### src/design/assert_macros.svh
// Assertion helpers shared by the RTL files.
// All checks sample on the rising edge of clock and stay quiet while reset is high.
`ifndef ASSERT_MACROS_SVH
`define ASSERT_MACROS_SVH

// Checks a property on every clock edge.
`define FFST_ASSERT(label, prop, msg) \
   label: assert property (@(posedge clock) disable iff (reset) (prop)) else $error(msg);

// Checks that a trigger implies a consequence on the next clock edge.
`define FFST_ASSERT_NEXT(label, trig, cons, msg) \
   label: assert property (@(posedge clock) disable iff (reset) (trig) |=> (cons)) \
      else $error(msg);

`endif

### src/design/ffst_pkg.sv
`default_nettype none

package ffst_pkg;

   localparam int MaxSlots  = 32;
   localparam int SlotW     = (MaxSlots > 1) ? $clog2(MaxSlots) : 1;
   localparam int CapW      = 6;
   localparam int IdxW      = 8;
   localparam int CmpW      = ((IdxW > CapW) ? IdxW : CapW) + 1;
   localparam int PosW      = 16;
   localparam int HandleW   = 16;
   localparam int SlotOutW  = 5;
   localparam int CmdW      = 2;
   localparam int ReqDataW  = 56;
   localparam int RspDataW  = 24;

   localparam logic [CapW-1:0] CapReset = CapW'(32);

   typedef enum logic [CmdW-1:0] {
      CmdAdd       = 2'd0,
      CmdRemove    = 2'd1,
      CmdTranslate = 2'd2,
      CmdGet       = 2'd3
   } command_type;

   // Clamps a programmed capacity to the number of physical slots.
   function automatic logic [CmpW-1:0] eff_cap_f(input logic [CapW-1:0] cap);
      logic [CmpW-1:0] wide;
      wide = CmpW'(cap);
      eff_cap_f = (wide < CmpW'(MaxSlots)) ? wide : CmpW'(MaxSlots);
   endfunction

   // One bit per slot, set for slots below the effective capacity.
   function automatic logic [MaxSlots-1:0] cap_mask_f(input logic [CapW-1:0] cap);
      logic [CmpW-1:0] ecap;
      ecap = eff_cap_f(cap);
      for (int i = 0; i < MaxSlots; i++) begin
         cap_mask_f[i] = CmpW'(i) < ecap;
      end
   endfunction

endpackage

`default_nettype wire

### src/design/first_free_slot_table_unit.sv
`default_nettype none

// Slot table with first-free allocation. Each request transaction carries one of four
// commands: add claims the lowest free slot below the programmed capacity and stores the
// item handle and x/y position there, remove frees an occupied slot, translate gives an
// occupied slot a new position, and get returns the handle of an occupied slot. Every
// request produces exactly one response transaction with an ok flag, the slot claimed by
// a successful add and the handle returned by a successful get (both zero otherwise).
// Occupancy is held in one flip-flop per slot, so the free-slot search is a single
// priority encoder; positions and handles live in synchronous memories, and the handle
// read is registered. A command is accepted every cycle as long as the response register
// is empty or being drained, and its response appears in the cycle after acceptance. The
// capacity register must be written through the csr port only while no command is in
// flight (not enforced here); lowering it frees every slot at or above the new capacity.
module first_free_slot_table_unit
   import ffst_pkg::*;
(
   input  wire                       clock,
   input  wire                       reset,
   // Capacity register write channel.
   input  wire                       csr_valid,
   output logic                      csr_ready,
   input  wire  [CapW-1:0]           csr_data,      // slot_capacity
   // Command channel.
   input  wire                       req_tvalid,
   output logic                      req_tready,
   input  wire  [ReqDataW-1:0]       req_tdata,     // slot_index, x_pos, y_pos, item_handle
   input  wire  [CmdW-1:0]           req_tuser,     // command
   // Response channel.
   output logic                      rsp_tvalid,
   input  wire                       rsp_tready,
   output logic [RspDataW-1:0]       rsp_tdata      // ok, slot_out, handle_out, zero pad
);

`include "assert_macros.svh"

   // Request fields.
   command_type          req_cmd;
   logic [IdxW-1:0]      req_idx;
   logic [PosW-1:0]      req_x;
   logic [PosW-1:0]      req_y;
   logic [HandleW-1:0]   req_handle;
   logic                 req_accept;

   // Control state.
   logic [CapW-1:0]      capacity_ff;
   logic [CapW-1:0]      capacity_in;
   logic [MaxSlots-1:0]  valid_ff;
   logic [MaxSlots-1:0]  valid_in;

   // Response register.
   logic                 rsp_valid_ff;
   logic                 rsp_valid_in;
   logic                 ok_ff;
   logic                 ok_in;
   logic [SlotOutW-1:0]  slot_ff;
   logic [SlotOutW-1:0]  slot_in;
   logic                 get_hit_ff;
   logic                 get_hit_in;
   logic [HandleW-1:0]   rd_handle_ff;

   // Storage. Positions and handles are only meaningful for occupied slots.
   logic [2*PosW-1:0]    pos_mem [MaxSlots];
   logic [HandleW-1:0]   handle_mem [MaxSlots];

   // Decode.
   logic [MaxSlots-1:0]  cap_mask;
   logic [CmpW-1:0]      eff_cap;
   logic                 idx_in_range;
   logic                 hit;
   logic [SlotW-1:0]     slot_addr;
   logic                 free_found;
   logic [SlotW-1:0]     free_idx;
   logic                 add_ok;
   logic                 pos_we;
   logic [SlotW-1:0]     pos_waddr;

   assign req_cmd    = command_type'(req_tuser);
   assign req_idx    = req_tdata[IdxW-1:0];
   assign req_x      = req_tdata[IdxW +: PosW];
   assign req_y      = req_tdata[IdxW+PosW +: PosW];
   assign req_handle = req_tdata[IdxW+2*PosW +: HandleW];

   // The response register doubles as the only pipeline stage, so a new command can
   // enter in the same cycle that the previous response is taken.
   assign req_tready = !rsp_valid_ff || rsp_tready;
   assign req_accept = req_tvalid && req_tready;
   assign csr_ready  = 1'b1;

   assign cap_mask     = cap_mask_f(capacity_ff);
   assign eff_cap      = eff_cap_f(capacity_ff);
   assign idx_in_range = CmpW'(req_idx) < eff_cap;
   // The slot address is only used when the index is in range, where it fits.
   assign slot_addr    = req_idx[SlotW-1:0];
   assign hit          = idx_in_range && valid_ff[slot_addr];

   // Priority encoder for the lowest free slot below the capacity.
   always_comb begin
      free_found = 1'b0;
      free_idx   = '0;
      for (int i = MaxSlots - 1; i >= 0; i--) begin
         if (!valid_ff[i] && cap_mask[i]) begin
            free_found = 1'b1;
            free_idx   = SlotW'(i);
         end
      end
   end

   assign add_ok = (req_cmd == CmdAdd) && free_found;

   // Occupancy, outcome and next response.
   always_comb begin
      valid_in    = valid_ff;
      capacity_in = capacity_ff;
      ok_in       = 1'b0;
      slot_in     = '0;
      get_hit_in  = 1'b0;
      if (csr_valid && csr_ready) begin
         // Shrinking the table frees the slots that drop out of it.
         capacity_in = csr_data;
         valid_in    = valid_ff & cap_mask_f(csr_data);
      end
      if (req_accept) begin
         case (req_cmd)
            CmdAdd: begin
               if (free_found) begin
                  valid_in[free_idx] = 1'b1;
                  ok_in              = 1'b1;
                  slot_in            = SlotOutW'(free_idx);
               end
            end
            CmdRemove: begin
               if (hit) begin
                  valid_in[slot_addr] = 1'b0;
               end
               ok_in = 1'b1;
            end
            CmdTranslate: begin
               ok_in = hit;
            end
            CmdGet: begin
               ok_in      = hit;
               get_hit_in = hit;
            end
            default: begin
               ok_in = 1'b0;
            end
         endcase
      end
   end

   assign rsp_valid_in = req_accept || (rsp_valid_ff && !rsp_tready);

   // Position memory: written by a successful add or translate.
   assign pos_we    = req_accept && (add_ok || ((req_cmd == CmdTranslate) && hit));
   assign pos_waddr = (req_cmd == CmdAdd) ? free_idx : slot_addr;

   always_ff @(posedge clock) begin
      if (pos_we) begin
         pos_mem[pos_waddr] <= {req_y, req_x};
      end
   end

   // Handle memory: written by a successful add, read for every accepted command so the
   // data lines up with the response register. A read meets a write to the same slot only
   // during an add, whose response does not use the handle that was read.
   always_ff @(posedge clock) begin
      if (req_accept && add_ok) begin
         handle_mem[free_idx] <= req_handle;
      end
      if (req_accept) begin
         rd_handle_ff <= handle_mem[slot_addr];
      end
   end

   always_ff @(posedge clock) begin
      if (reset) begin
         capacity_ff  <= CapReset;
         valid_ff     <= '0;
         rsp_valid_ff <= 1'b0;
      end else begin
         capacity_ff  <= capacity_in;
         valid_ff     <= valid_in;
         rsp_valid_ff <= rsp_valid_in;
      end
   end

   always_ff @(posedge clock) begin
      if (req_accept) begin
         ok_ff      <= ok_in;
         slot_ff    <= slot_in;
         get_hit_ff <= get_hit_in;
      end
   end

   assign rsp_tvalid = rsp_valid_ff;
   assign rsp_tdata  = RspDataW'({(get_hit_ff ? rd_handle_ff : HandleW'(0)), slot_ff, ok_ff});

   // No slot at or above the capacity is ever marked occupied.
   `FFST_ASSERT(a_no_valid_above_cap, (valid_ff & ~cap_mask) == '0,
      "occupied slot found at or above capacity")

   // A successful add leaves its slot occupied.
   `FFST_ASSERT_NEXT(a_add_claims_slot, req_accept && add_ok, valid_ff[$past(free_idx)],
      "added slot not marked occupied")

   // A response waiting on a stalled consumer blocks new commands.
   `FFST_ASSERT(a_no_overrun, !(rsp_valid_ff && !rsp_tready && req_accept),
      "command accepted while response register is stalled")

endmodule

`default_nettype wire

### config.mk
export PLATFORM = sky130hd
export DESIGN_NAME = first_free_slot_table_unit
export DESIGN_NICKNAME = d
export VERILOG_FILES = /design/src/design/ffst_pkg.sv /design/src/design/first_free_slot_table_unit.sv
export VERILOG_INCLUDE_DIRS = /design/src /design/src/design
export SDC_FILE = /design/constraint.sdc
export NUM_CORES = 1
export LEC_CHECK = 0
export BUFFER_PORTS_ARGS = -buffer_cell sky130_fd_sc_hd__buf_4
export CORE_MARGIN = 5
export CORE_UTILIZATION = 48
export DETAILED_ROUTE_END_ITERATION = 7
export PLACE_DENSITY = 0.63
export SLEW_MARGIN = 20
export SYNTH_ARGS = -nofsm -noshare
export SYNTH_HDL_FRONTEND = slang
export SYNTH_SLANG_ARGS = --single-unit
### constraint.sdc
create_clock -name clock -period 4.9 [get_ports clock]
set_input_delay 0.98 -clock clock [delete_from_list [all_inputs] [get_ports clock]]
set_output_delay 0.98 -clock clock [all_outputs]
set_load 0.01 [all_outputs]
==> run_results.csv <==
group,metric,value,unit
outcome,run_status,"finished, final reports clean",
grt,grt_max_degree,100,
yosys,synth_edf_count,535,
grt,grt_pass1_vias,13700,
yosys,synth.largest_area_cell,"edfxtp_1",
routing,dr_total_vias,13400,
clock_network,htreeDepth,2,
yosys,synthCells,1380,
routing,wirelength,59700,um
die,design.core.area,49200,um2
yosys,synth-main-ff-cell,"edfxtp_1",
timing,fin_tns_setup,0,ps
timing,final_hold_viol_count,0,
yosys,netlist.area_leader.share,67.0,%
cells_and_area,fin_util,55.6,%
timing,maxSlewViolCount,0,
grt,grt_pass1_wl,89900,um
timing,setup_violations,0,
clock_network,clk_pin_slew,70,ps
die,io_pins,96,
yosys,ys_seq_area_share,70.3,%
grt,track_usage,22.3,%
grt,grtUsageMet1,30.2,%
yosys,ys_top_cells_by_area,"edfxtp_1, mux4_2, dfxtp_1",
yosys,synth_area,24000,um2
critical_path,critPathCaptureType,"flip-flop",
timing,clock_skew,24.7,ps
timing,max-slew-margin-rel,25.4,%
grt,gr-max-usage-layer,"met2",
clock_network,ctsResizeCount,0,
clock_network,cts-root-buf,"clkbuf_16",
critical_path,cp_max_fo,20,
critical_path,worstPathArrival,4480,ps
critical_path,cp-start-kind,"flip-flop",
clock_network,holdBufCountCts,0,
cells_and_area,layout-drive-gt1-share,25.7,%
yosys,yosysWarnings,0,
cells_and_area,area_delta_synth_final,14.1,%
timing,worstMarginPinSlew,1110,ps
yosys,ys_seq_elements,574,
die,rows,81,
routing,drc,0,
die,die_y,233,um
placed_design,globalplace.congestion,0.877,
clock_network,clkSinkCount,574,
yosys,syn_avg_cell_area,17.4,um2
clock_network,post_cts_buffers,0,
clock_network,cts_tree,"yes",
clock_network,cts_buffers,56,
critical_path,cp.required,5190,ps
run,drv_cap,0,
critical_path,worstSetupPathType,"reg -> reg",
die,fp.dieArea,54500,um2
timing,grt_setup_unrepaired,"no",
critical_path,crit_path_top_delay_cell,"nor2_2",
grt,met2_usage,37.7,%
clock_network,clock_latency,620,ps
cells_and_area,final_cell_mix,"edfxtp_1, mux4_2, buf_4",
critical_path,cpPeakStageDelay,700,ps
cells_and_area,mostFrequentLayoutCell,"edfxtp_1",
grt,grtUsageMet3,2.94,%
placed_design,hpwl,38600,um
die,start_util,48.8,%
grt,antenna_found_initial,2,
power_and_ir_drop,leakage,8.72,nW
cells_and_area,nFillCells,3781,
yosys,async_reset_ff_share,0,%
grt,grt_overflow,0,
timing,post-route-period-util,85.5,%
yosys,synth_cell_types,80,
routing,dr.first_iter.drc_count,1249,
routing,viasPerCell,6.16,
timing,final.min_clock_period,4190,ps
timing,fmaxAchievable,0.239,GHz
cells_and_area,nNetsFinal,1549,
routing,first_pass_iters,5,
placed_design,portBuffers,60,
routing,final_antenna_net_count,0,
clock_network,clock_path_buffers,3,
power_and_ir_drop,peakVddDrop,0.295,mV
die,die_width,233,um
power_and_ir_drop,power.density,374,nW/um2
critical_path,path_cells,"nor2_2, a21oi_1, nor4_2, nand2_1, nor4_1, nand2_1, nor2_2, buf_4",
min_path,hp-class,"reg -> reg",
routing,wire_per_inst,27.4,um
Yosys cell counts, types with 5 or more instances:
library cell and instances:
edfxtp_1 535, nand2_1 51, o21ai_1 7, nand3b_1 9, o31ai_1 7, nor2b_1 10
nand2b_1 12, dfxtp_1 39, a211oi_1 6, o21ai_0 25, buf_6 7, buf_1 15
nor3_1 21, nor2_1 73, clkbuf_1 43, nor4_1 6, buf_2 16, mux2i_1 6
o211ai_1 9, inv_1 16, a21oi_1 34, a31oi_1 6, o22ai_1 14, buf_4 10
nor3b_1 8, nand3_1 20, and3_1 20, a21o_1 13, and2_1 24, a22oi_1 66
a31o_2 8, nand4_1 22, mux4_2 136, ha_1 5
area by class of cell:
class / instances / area [um2] / area share (%)
antenna: 1 / 2.50 / 0.00915
clock buffer: 68 / 1450 / 5.29
clock inverter: 32 / 349 / 1.28
inverter: 17 / 63.8 / 0.233
multi-input combinational: 699 / 6680 / 24.4
sequential: 574 / 16800 / 61.6
tap: 664 / 831 / 3.04
timing repair buffer: 127 / 1130 / 4.12
registers in the layout, summed over array words and instances, names as in the netlist:
| register | cells |
|---|---|
| slot_ff | 5 |
| valid_ff | 32 |
| rd_handle_ff | 16 |
| ok_ff | 1 |
| get_hit_ff | 1 |
| rsp_tvalid | 1 |
| capacity_ff | 6 |
| handle_mem | 512 |
through the flow:
stage	power, W	hold slack [ps]	setup WS (ps)	instance area [um2]	cells
floorplan	0.00584	478	1320	24000	1381
global placement	0.00608	519	743	25600	2081
detailed placement	0.00609	537	731	25600	2081
CTS	0.0103	549	721	27300	2181
global route	0.0106	582	272	27300	2181
finish	0.0102	539	711	27400	2182
worst max-delay path: cells and delay by family (launching register included):
kind	cells	cell delay (ps)
AO/OA/AOI/OAI	1	250
buffers and inverters	1	300
flip-flops	1	610
AND/OR/NAND/NOR	6	2670
power breakdown:
part	switching, W	internal [W]
combinational	0.000362	0.000212
sequential	0.0000258	0.00538
clock	0.00178	0.00246
cells by family (layout without fill, tap and decap cells):
group	after synthesis	count (layout)	share of synthesized area, %
muxes	142	142	13.0
buffers and inverters	108	244	2.15
DFF	574	574	70.3
AOI/OAI and AO/OA	246	246	7.43
and+or+nand+nor	302	302	6.76
adders and majority gates	6	6	0.303
other	2	4	0.0313
worst paths after layout:
path | start | end | slack [ps] | depth (start not counted)
setup / recovery | capacity_ff[5] | handle_mem[22][11] | 710 | 8
setup reg to reg | capacity_ff[5] | handle_mem[22][11] | 710 | 8
hold / removal | rsp_tvalid | rsp_tvalid | 540 | 2
hold reg to reg | rsp_tvalid | rsp_tvalid | 540 | 2
layer usage:
layer,vias up,share of wire (%)
li1,5857,-
met5,-,0.018
met4,2,3.1
met2,494,51
met1,6998,40
met3,97,6.0
Note: power is estimated with default switching activity, not from simulation.
